===== src/rtl/mm64_pkg.sv =====
package mm64_pkg;

	// default operand width
	localparam int unsigned OPERAND_BITS_DEF = 63;

endpackage


===== src/rtl/mm64_red_cell.sv =====
// One step of restoring reduction: shift in one bit of factor_b
module mm64_red_cell #(
	parameter int unsigned OPERAND_BITS = mm64_pkg::OPERAND_BITS_DEF,
	parameter int unsigned IDX          = 0
) (
	input  logic                    clk,
	input  logic                    arst_n,
	input  logic                    en,
	input  logic                    vld_i,
	input  logic [OPERAND_BITS-1:0] a_i,
	input  logic [OPERAND_BITS-1:0] b_i,
	input  logic [OPERAND_BITS-1:0] m_i,
	input  logic [OPERAND_BITS-1:0] r_i,
	output logic                    vld_o,
	output logic [OPERAND_BITS-1:0] a_o,
	output logic [OPERAND_BITS-1:0] b_o,
	output logic [OPERAND_BITS-1:0] m_o,
	output logic [OPERAND_BITS-1:0] r_o
);
	logic [OPERAND_BITS:0] sh;
	logic [OPERAND_BITS:0] nxt;

	// double and add the next bit, subtract once if at or above m
	always_comb begin
		sh = {r_i, b_i[IDX]};
		if (sh >= {1'b0, m_i}) begin
			nxt = sh - {1'b0, m_i};
		end else begin
			nxt = sh;
		end
	end

	always_ff @(posedge clk or negedge arst_n) begin
		if (!arst_n) begin
			vld_o <= 1'b0;
		end else if (en) begin
			vld_o <= vld_i;
		end
	end

	// hold payload while stalled
	always_ff @(posedge clk) begin
		if (en) begin
			a_o <= a_i;
			b_o <= b_i;
			m_o <= m_i;
			r_o <= nxt[OPERAND_BITS-1:0];
		end
	end
endmodule


===== config.mk =====
export PLATFORM = sky130hd
export DESIGN_NAME = mm64_red_cell
export DESIGN_NICKNAME = d
export VERILOG_FILES = /design/src/rtl/mm64_pkg.sv /design/src/rtl/mm64_red_cell.sv
export SDC_FILE = /design/constraint.sdc
export NUM_CORES = 1
export LEC_CHECK = 0
export BUFFER_PORTS_ARGS = -buffer_cell sky130_fd_sc_hd__buf_2
export CAP_MARGIN = 20
export CORE_AREA = 2 2 201 203
export CTS_CLUSTER_SIZE = 24
export DETAILED_ROUTE_END_ITERATION = 16
export DIE_AREA = 0 0 203 205
export GPL_TIMING_DRIVEN = 0
export SLEW_MARGIN = 20
export SYNTH_ARGS = -nofsm -noshare
export SYNTH_HDL_FRONTEND = slang
export SYNTH_SLANG_ARGS = --single-unit

===== constraint.sdc =====
create_clock -name clk -period 1.9 [get_ports clk]
set_clock_uncertainty 0.05 [all_clocks]
set_input_delay 0.19 -clock clk [delete_from_list [all_inputs] [get_ports clk]]
set_output_delay 0.19 -clock clk [all_outputs]
set_load 0.05 [all_outputs]

==> qor.csv <==
metric,value,unit
status,"complete, but fails checks",
violations,negative setup slack,
async_flop_share,0.3953,%
die-area,41620,um^2
grt-ovfl-total,0,
rr_worst_depth,1,
h-tree-depth,1,
arrival,2700,ps
syn_inst,1052,
yosys-top-cells-count,"252 x edfxtp_1, 103 x a21oi_1, 81 x inv_1",
grt_max_degree,106,
start_kind,primary input,
holdPathEnd,r_o[51]$_DFFE_PP_,
slew_headroom,44.21,%
die_y,205,um
postPlaceCellArea,16700,um^2
drtIter0Drc,752,
period_minus_slack,2439,ps
viasPerCell,4.905,
clk_pin_slew,70,ps
root_buffer,clkbuf_16,
synth-main-ff-cell,edfxtp_1,
drt-total-wl,51800,um
num_rows,73,
setup_viol,63,
path_cells,"buf_4, ha_4, o211ai_1, buf_4, buf_4, buf_4, buf_4, buf_4, buf_4, buf_4, buf_4, buf_4, buf_4, buf_4, buf_4, buf_6, nand2_4, o21ai_2, xor2_1, a21oi_2",
synthesis.area,12820,um^2
cp_slowest_stage_delay,280,ps
fin_area,22640,um^2
grt_pass1_wl,74220,um
coreArea,39370,um^2
hold_path_class,in2reg,
synth_top_cell_by_area,edfxtp_1,
finalMaxSlewViolations,0,
drt.antenna.violating_nets,0,
vias,12228,
fmax,0.4101,GHz
fp.dieW,203,um
area_growth,76.61,%
maxCapViolations,0,
synth_edf_count,252,
final_layout_size_suffix_gt1_share,50.28,%
dp.cells,2087,
end_kind,register,
setup.worst_path.class,in2reg,
dr.pass1.iters,5,
powerDensity,863.4,nW/um^2
cp_slowest_cell,ha_4,
antenna_found_initial,5,
required,2160,ps
r2r-end,vld_o$_DFFE_PN0P_,
dp_slack,-1761,ps
grt_setup_unrepaired,yes,
ys_seq_area_share,59.22,%
synth_area_per_cell,12.19,um^2
cp_top_family,buffers and inverters,
clock-sinks,253,
drc,0,
final-hold-violation-count,0,
numCtsBuffers,29,
min_from,en,
critPathBufInv,14,
wl_per_cell,20.78,um
nets,2264,
p_leak,0.009442,uW
worstSkewPairLatency,550,ps
synthTopCellsByArea,"edfxtp_1 59%, ha_1 6.1%, a21oi_1 4.0%, inv_1 2.4%, nand2_1 2.3%",
crit_path_frequent_cell,buf_4,
clockBufferDepth,3,
cp_max_fo,4,
post-route-period-util,128.3,%
synth_top_cell_area_share,59.02,%
whs_path_depth,1,
pin_count,509,
ir_drop,0.6164,mV
utilization,57.52,%
worst_pin_slew,831.8,ps
gp_congestion,0.8709,
synth_most_common_cell,edfxtp_1,
yosysWarnings,0,
grtUsageTotal,23.37,%
syn-num-nets,1372,
dp_hpwl,34350,um
io_buffer_count,508,
final.setup.worst_slack,-538.5,ps
reg2reg_slack,1100,ps
first_global_vias,12685,
synth-seq-cells,253,
cts_tree,yes,
fin_setup_tns,-27960,ps
layoutNonFillerInstCount,2493,
r2r_start,vld_o$_DFFE_PN0P_,
start_util,32.57,%
synth_cell_types,81,
[cell type report]
cell class | instances | area, um^2
plain buffers | 37 | 489.2
well taps | 525 | 656.9
repair buffers | 869 | 6345
flip-flops and latches | 253 | 7592
clock inverters | 19 | 181.4
inverters | 81 | 359.1
clock buffers | 31 | 733.2
fillers | 3200 | 16720
multi-input cells | 673 | 6274
diodes | 5 | 12.51
[report_power, final]
group / total (uW) / switching, uW / internal, uW / leakage [uW]
clock: 5500 / 2330 / 3180 / 0.000440
combinational: 7080 / 4470 / 2610 / 0.00652
sequential: 6970 / 143 / 6820 / 0.00248
[worst max-delay path by stage]
stage | startpoint | end | slack (ps) | cells past startpoint
2_1_floorplan | b_i[0] | r_o[60]$_DFFE_PP_ | -760 | 12
3_3_place_gp | en | vld_o$_DFFE_PN0P_ | -3220 | 2
3_5_place_dp | m_i[20] | r_o[25]$_DFFE_PP_ | -1760 | 15
4_1_cts | b_i[0] | r_o[60]$_DFFE_PP_ | -550 | 13
5_1_grt | m_i[42] | r_o[39]$_DFFE_PP_ | -600 | 13
6_report | r_i[3] | r_o[7]$_DFFE_PP_ | -540 | 20
[kinds of logic after synthesis]
logic type               count (synthesis)  share of synthesized area, %
multiplexers                             3                        0.2537
XOR/XNOR                                48                         3.279
adder cells (fa/ha/maj)                 64                         6.304
AO/OA/AOI/OAI                          294                         15.60
buffers and inverters                  126                         4.948
flip-flops                             253                         59.22
AND/OR/NAND/NOR                        264                         10.39
[sequential cells by signal, indices dropped and copies added (netlist names)]
register and cells:
a_o 63, vld_o 1, b_o 63, r_o 63
m_o 63
[cells in the final DEF (no fill, tap or decap), types with 18 or more instances in the layout]
cell           netlist  routed
ha_1                63      19
o21bai_1            19      18
a21oi_2             13      50
nor2_1              69      43
nor2_4               1      31
a21o_1              26      26
nand4_1             21      21
xor2_1              20      20
clkbuf_16            0      32
edfxtp_1           252     252
dlygate4sd3_1        0     252
xnor2_1             28      27
o21ai_0             45      26
a21oi_1            103      53
buf_6               10      25
nand2_1             77      58
buf_12               0      18
ha_4                 0      38
inv_1               81      58
buf_2               19     496
buf_4                6      86
[timing repair]
action                                 4_1_cts  5_1_grt
buffers inserted                            71       28
pin swaps                                   63       58
endpoints found under the hold margin      252        0
setup endpoints to repair                   63       63
hold buffers                               252        0
gates cloned                                 9        2
gates resized for setup                    252      102
[layer usage]
layer  vias to the layer above  global-route usage, %  wire (um)
met5                         -                      0          0
li1                       5718                      -          -
met2                       494                  44.46      27720
met3                       100                  4.598       3399
met4                         0                  11.00       2529
met1                      5916                  24.67      18140
[stage by stage]
stage	hold slack [ps]	power, uW
after CTS	-31.86	19310
after floorplan	-155.6	10840
after global routing	9.292	20260
final	4.502	19550
after detailed placement	-81.20	12410
after global placement	-82.23	12400
No activity file was read; power rests on OpenSTA's default activity.
