--- config.mk ---
export PLATFORM = sky130hd
export DESIGN_NAME = mm64_mul_cell
export DESIGN_NICKNAME = d
export VERILOG_FILES = /design/src/rtl/mm64_pkg.sv /design/src/rtl/mm64_mul_cell.sv
export SDC_FILE = /design/constraint.sdc
export NUM_CORES = 1
export LEC_CHECK = 0
export BUFFER_PORTS_ARGS = -buffer_cell sky130_fd_sc_hd__buf_2
export CORE_MARGIN = 3
export CORE_UTILIZATION = 40
export DETAILED_ROUTE_END_ITERATION = 8
export SYNTH_ARGS = -nofsm -noshare
export SYNTH_HDL_FRONTEND = slang
export SYNTH_SLANG_ARGS = --single-unit
--- constraint.sdc ---
create_clock -name clk -period 1.4 [get_ports clk]
set_clock_uncertainty 0.05 [all_clocks]
set_input_delay 0.28 -clock clk [delete_from_list [all_inputs] [get_ports clk]]
set_output_delay 0.28 -clock clk [all_outputs]
set_load 0.02 [all_outputs]
--- src/rtl/mm64_pkg.sv ---
package mm64_pkg;

	// default operand width
	localparam int unsigned OPERAND_BITS_DEF = 63;

endpackage

--- src/rtl/mm64_mul_cell.sv ---
// One step of interleaved modular multiplication over one bit of factor_a
module mm64_mul_cell #(
	parameter int unsigned OPERAND_BITS = mm64_pkg::OPERAND_BITS_DEF,
	parameter int unsigned IDX          = 0
) (
	input  logic                    clk,
	input  logic                    arst_n,
	input  logic                    en,
	input  logic                    vld_i,
	input  logic [OPERAND_BITS-1:0] a_i,
	input  logic [OPERAND_BITS-1:0] bm_i,
	input  logic [OPERAND_BITS-1:0] m_i,
	input  logic [OPERAND_BITS-1:0] r_i,
	output logic                    vld_o,
	output logic [OPERAND_BITS-1:0] a_o,
	output logic [OPERAND_BITS-1:0] bm_o,
	output logic [OPERAND_BITS-1:0] m_o,
	output logic [OPERAND_BITS-1:0] r_o
);
	logic [OPERAND_BITS:0] dbl;
	logic [OPERAND_BITS:0] red;
	logic [OPERAND_BITS:0] acc;
	logic [OPERAND_BITS:0] nxt;

	// r = 2r mod m, then add bm when the bit is set and reduce again
	always_comb begin
		dbl = {r_i, 1'b0};
		if (dbl >= {1'b0, m_i}) begin
			red = dbl - {1'b0, m_i};
		end else begin
			red = dbl;
		end
		acc = red + (a_i[IDX] ? {1'b0, bm_i} : '0);
		if (acc >= {1'b0, m_i}) begin
			nxt = acc - {1'b0, m_i};
		end else begin
			nxt = acc;
		end
	end

	always_ff @(posedge clk or negedge arst_n) begin
		if (!arst_n) begin
			vld_o <= 1'b0;
		end else if (en) begin
			vld_o <= vld_i;
		end
	end

	always_ff @(posedge clk) begin
		if (en) begin
			a_o  <= a_i;
			bm_o <= bm_i;
			m_o  <= m_i;
			r_o  <= nxt[OPERAND_BITS-1:0];
		end
	end
endmodule

==> summary.txt, run 1 <==
Outcome
  – Status: finished, violations left
  – Violated checks: setup timing

Synth
  – Synth top cells by count: a21oi_1 (258), edfxtp_1 (252), ha_1 (189), nor2_1 (143), inv_1 (137)
  – Ys Warns: 0
  – Number of synthesized flops with an enable pin: 252
  – Area contributors post-synth: edfxtp_1 (37%), ha_1 (12%), a21oi_1 (6.4%)
  – Mapped Area: 20,300 µm²
  – Syn Inst Count: 2,114
  – Sequential area share after synthesis: 37.4%
  – #FFs+latches synth: 253
  – Count leader, synth: a21oi_1
  – Fraction of registers with async set/reset: 0.395%
  – Top cell type's share of synthesized area: 37.3%
  – Leading area contributor after synthesis: edfxtp_1
  – Syn Nets: 2,562
  – Syn Area/Cell: 9.59 µm²
  – Post-synth top flop: edfxtp_1
  – Post-synth cell types: 74

Global route
  – Vias in the first global route: 23.5k
  – Grt total ovfl: 0
  – Largest net degree at the start of global routing: 61
  – Initial antenna violation count: 2
  – Total track usage: 30.5%
  – First-pass GRT wire length: 130 mm

Floorplanning
  – Boundary pin count: 509
  – Chip Height: 231 µm
  – Core Area: 49,500 µm²
  – Die width: 231 µm
  – Starting Density: 41.0%
  – Die area: 53,400 µm²
  – # rows: 81

Detailed routing
  – Via count: 23.1k
  – DRT Pass-1 Iters: 5
  – # DRC: 0
  – Final wirelength: 89.2 mm
  – Routed vias/inst: 5.28
  – Wire per inst: 20.4 µm
  – Initial DRC count: 1,635
  – Post-route ant nets: 0

Clocking
  – CTS buffer count: 30
  – CTS root buf: clkbuf_16
  – H-tree depth: 1
  – CTS Buffer Depth: 3
  – Clock slew at reported path FFs: 0.06 ns
  – Clock Sinks: 253
  – Worst skew pair latency: 0.58 ns
  – CTS tree: done

Cells and area
  – Post-layout nets: 4,142
  – Layout cells sized above 1: 44.8%
  – Design Area, Final: 35,600 µm²
  – Area Growth Syn to Fin: 75.3%
  – Post-layout util: 71.9%
  – Final std cells w/o fill: 4,381

STA
  – Measured slew at the worst slew-check pin: 0.474 ns
  – Final-report max-slew violation count: 0
  – Final Setup Violations: 316
  – Final Hold Viols: 0
  – Period Utilization, post-route: 561%
  – Fmax: 127 MHz
  – RSZ-0062 raised after global routing: yes
  – PnR worst setup slack: -6.45 ns
  – Min Tclk post-route: 7.85 ns
  – Setup_tns: -418.23 ns
  – Relative slew slack: 68.0%

Power and ir drop
  – Peak supply drop: 1200 µV
  – Leakage: 16.9 nW
  – Power Dens Cells: 1610 nW/µm²

Critical path
  – Worst Setup Start Kind: primary input
  – Crit end category: register
  – Largest stage delay, worst path: 0.44 ns
  – CP Data Required Time: 1.69 ns
  – Crit-path slowest cell: a211o_4
  – CP dominant cell by count: a211oi_4
  – Class of the most critical setup path: in -> reg
  – Data arrival, critical path: 8.14 ns
  – CP Max Fanout: 8

Place
  – Post-DP Area: 30,100 µm²
  – GPL Wtd Cong: 0.945
  – DP HPWL: 65.2 mm
  – Dpl ws: -7.65 ns
  – Port Buf Inserts: 508
  – Dpl cells: 4,081

Run
  – Max cap viols: 0

Min path
  – Hold crit path type: in -> reg
[cell type report]
cell class | count | area (µm²)
Antenna cell | 1 | 2.50
Clock inverter | 21 | 203
Clock buffer | 33 | 783
Tap cell | 664 | 831
Multi-Input combinational cell | 1659 | 12600
Timing Repair Buffer | 1613 | 13000
Sequential cell | 253 | 7590
Inverter | 137 | 522
Fill cell | 3674 | 13900
[through the flow]
step           power, mW  hold slack, ns
2_1_floorplan       29.6         -0.0656
3_3_place_gp        43.7         0.00584
3_5_place_dp        44.2         0.00881
4_1_cts             55.7          0.0771
5_1_grt             60.4           0.101
6_report            57.3          0.0967
[critical path, delay by kind of cell]
kind / cells / cell delay [ns]
AOI/OAI and AO/OA: 21 / 4.26
xor gates and xnor gates: 1 / 0.29
adders and majority gates: 3 / 1.06
buffers and inverters: 7 / 0.95
muxes: 2 / 0.62
and+or+nand+nor: 6 / 0.65
[metal layers]
layer | part of all wire [%] | track usage (%) | vias to the layer above
met5 | 0 | 0 | -
met4 | 3.9 | 9.45 | 0
met3 | 6.9 | 3.82 | 171
met1 | 41 | 39.4 | 11000
li1 | - | - | 11000
met2 | 48 | 53.4 | 945
[kinds of logic (layout without fill, tap and decap cells)]
group | count (synthesis) | after routing | share of synthesized area, %
and+or+nand+nor | 541 | 541 | 12.9
xor gates and xnor gates | 181 | 181 | 7.82
AOI/OAI and AO/OA | 667 | 667 | 20.5
muxes | 78 | 78 | 5.36
other | 0 | 1 | 0
adders and majority gates | 192 | 192 | 12.0
buffers and inverters | 202 | 1804 | 3.99
DFF | 253 | 253 | 37.4
[worst paths after layout]
| check | slack, ns | from | cells after the start | to |
|---|---|---|---|---|
| max | -6.45 | r_i[0] | 40 | r_o[30] |
| max reg2reg | 0.56 | vld_o | 1 | vld_o |
| min | 0.1 | en | 2 | m_o[18] |
| min reg2reg | 0.53 | vld_o | 1 | vld_o |
| min in group asynchronous | 0.53 | arst_n | 3 | vld_o |
| max in group asynchronous | 0.66 | arst_n | 3 | vld_o |
[timing repair]
action | in CTS | in global routing
resized for setup | 301 | 277
buffers inserted | 31 | 18
setup endpoints to repair | 316 | 316
pin swaps | 50 | 54
endpoints found under the hold margin | 190 | 0
hold buffers | 191 | 0
gates cloned | 6 | 1
[where the power goes]
part	total [mW]	switching, mW	leakage (nW)	internal [mW]
logic	37.6	17.2	13.9	20.3
registers	11.8	1.16	2.48	10.6
clock network	8.00	3.55	0.466	4.46
[sequential cells by signal, indices dropped and copies added (netlist names)]
register and count:
vld_o 1, a_o 63, m_o 63, r_o 63
bm_o 63
[cell usage in the layout (no fill, tap or decap), types with 17 or more instances in the layout]
cell type / n
a21o_1: 79
a21oi_1: 243
a31oi_1: 17
and2_1: 73
buf_2: 288
buf_4: 885
buf_6: 226
clkbuf_16: 32
dlygate4sd3_1: 191
edfxtp_1: 252
ha_1: 174
inv_1: 131
mux2_4: 60
nand2_1: 133
nand2b_1: 18
nand3_1: 46
nand4_1: 41
nor2_1: 135
nor3_1: 20
o21a_1: 23
o21ai_0: 107
o21bai_1: 40
xnor2_1: 118
xor2_1: 60
Power figures use the tool's default switching activity.
==> inputs of run 2 (changes only) <==
--- a/config.mk
+++ b/config.mk
@@ -9,6 +9,7 @@
 export CORE_MARGIN = 3
 export CORE_UTILIZATION = 40
 export DETAILED_ROUTE_END_ITERATION = 8
+export GPL_ROUTABILITY_DRIVEN = 0
 export SYNTH_ARGS = -nofsm -noshare
 export SYNTH_HDL_FRONTEND = slang
 export SYNTH_SLANG_ARGS = --single-unit
==> constraint.sdc (replaced) <==
create_clock -name clk -period 8.4 [get_ports clk]
set_clock_uncertainty 0.05 [all_clocks]
set_input_delay 1.68 -clock clk [delete_from_list [all_inputs] [get_ports clk]]
set_output_delay 1.68 -clock clk [all_outputs]
set_load 0.02 [all_outputs]
==> summary.txt, run 2 (synthesis gave the netlist of run 1 again) <==
Detailed routing
  – Post-route ant nets: 0
  – Routed vias/inst: 5.20
  – # DRC: 0
  – Via count: 21.5k
  – Final wirelength: 77.0 mm
  – Wire per inst: 18.6 µm
  – Initial DRC count: 1,248
  – DRT Pass-1 Iters: 5

Outcome
  – Violated checks: setup timing
  – Status: finished, violations left

Cells and area
  – Post-layout nets: 3,890
  – Most common cell after layout, fill and taps aside: buf_4
  – Layout cells sized above 1: 46.6%
  – Area Growth Syn to Fin: 57.0%
  – Post-layout util: 64.4%
  – Area occupied by multi-input gates: 12,700 µm²
  – Fillers: 4,089
  – Design Area, Final: 31,800 µm²
  – Sequential Area: 7590 µm²
  – Ant. Diodes: 0
  – Final std cells w/o fill: 4,128
  – Commonest cells after routing, fill and taps aside: buf_4 (831), buf_2 (504), edfxtp_1 (252), a21oi_1 (239), ha_1 (174)

Clocking
  – H-tree depth: 1
  – CTS root buf: clkbuf_16
  – Worst skew pair latency: 0.56 ns
  – CTS tree: done
  – Clock Sinks: 253
  – CTS Buffer Depth: 3
  – CTS buffer count: 29
  – Clock slew at reported path FFs: 0.07 ns

STA
  – Setup_tns: -43.29 ns
  – Period Utilization, post-route: 109%
  – Measured slew at the worst slew-check pin: 0.886 ns
  – Fmax: 110 MHz
  – Final Setup Violations: 63
  – Final-report max-slew violation count: 0
  – Min Tclk post-route: 9.12 ns
  – Final Hold Viols: 0
  – RSZ-0062 raised after global routing: yes
  – PnR worst setup slack: -0.725 ns
  – Relative slew slack: 41.0%

Power and ir drop
  – Peak supply drop: 189 µV
  – Power, Total: 9.00 mW
  – Power Dens Cells: 283 nW/µm²
  – Leakage: 15.3 nW

Critical path
  – Class of the most critical setup path: in -> reg
  – Crit-path slowest cell: or4_4
  – CP Data Required Time: 8.67 ns
  – Largest stage delay, worst path: 0.50 ns
  – Data arrival, critical path: 9.39 ns
  – Worst Setup Start Kind: primary input
  – Crit end category: register
  – CP Max Fanout: 7

Place
  – Port Buf Inserts: 508
  – Post-DP Area: 29,700 µm²
  – Dpl cells: 4,029
  – DP HPWL: 63.2 mm

Min path
  – Hold crit path type: reg -> reg

Run
  – Max cap viols: 0

Global route
  – Grt total ovfl: 0
  – Initial antenna violation count: 0
  – First-pass GRT wire length: 115 mm
  – Vias in the first global route: 21.7k
  – Total track usage: 27.1%
  – Largest net degree at the start of global routing: 164

Floorplanning
  – Die area: 53,400 µm²
  – Starting Density: 41.0%
  – # rows: 81
  – Chip Height: 231 µm
  – Die width: 231 µm
  – Boundary pin count: 509
  – Core Area: 49,500 µm²
run 2: cell count changes in the layout (fill, tap and decap cells not counted), sizes merged:
cell / before / now
diode: 1 / 0
clkinv: 8 / 13
buf: 1421 / 1359
dlygate4sd3: 191 / 0
clkbuf: 34 / 35
clkinvlp: 6 / 5
inv: 142 / 138
run 2: path summary, 6_finish.rpt:
path	from	to	slack, ns	cells past startpoint
max	m_i[17]	r_o[62]	-0.72	38
min	vld_o	vld_o	0.49	1
max reg2reg	vld_o	vld_o	7.59	1
min reg2reg	vld_o	vld_o	0.49	1
max in group asynchronous	arst_n	vld_o	7.38	1
min in group asynchronous	arst_n	vld_o	0.83	1
run 2: power by group:
| part | leakage (nW) | switching, mW | total, mW | internal (mW) |
|---|---|---|---|---|
| combinational | 12.4 | 2.79 | 5.86 | 3.07 |
| clock | 0.432 | 0.536 | 1.23 | 0.694 |
| sequential | 2.48 | 0.143 | 1.91 | 1.76 |
run 2: routing by layer:
metal | vias up | part of all wire [%] | global-route usage, %
met2 | 756 | 48 | 47.1
met1 | 10100 | 43 | 34.9
met3 | 132 | 6.4 | 3.85
met4 | 0 | 3.2 | 8.39
li1 | 10500 | - | -
met5 | - | 0 | 0
run 2: timing repair:
item / CTS / global route
hold buffers: 0 / 0
endpoints found under the hold margin: 0 / 0
setup buffers: 25 / 16
gates cloned: 5 / 3
endpoints found under the setup margin: 63 / 63
pin swaps: 46 / 66
gates resized for setup: 67 / 94
run 2: cell type report:
| type | instances | area share [%] |
|---|---|---|
| well taps | 664 | 2.61 |
| inverters | 137 | 1.62 |
| clock buffers | 32 | 2.32 |
| clock inverters | 21 | 0.550 |
| repair buffers | 1362 | 29.2 |
| flip-flops and latches | 253 | 23.9 |
| multi-input cells | 1659 | 39.9 |
run 2: stage by stage:
stage / worst slack [ns] / hold WS, ns
2_1_floorplan: -0.318 / 0.586
3_3_place_gp: -1.90 / 0.436
3_5_place_dp: -2.24 / 0.458
4_1_cts: -0.973 / 0.484
5_1_grt: -0.974 / 0.500
6_report: -0.725 / 0.486
run 2: critical path: cells and delay by family:
kind                       cells  cell delay (ns)
and+or+nand+nor                8             1.86
buffers and inverters          8             1.07
xor gates and xnor gates       1             0.11
AOI/OAI and AO/OA             17             3.54
muxes                          1             0.26
adders and majority gates      3             0.85
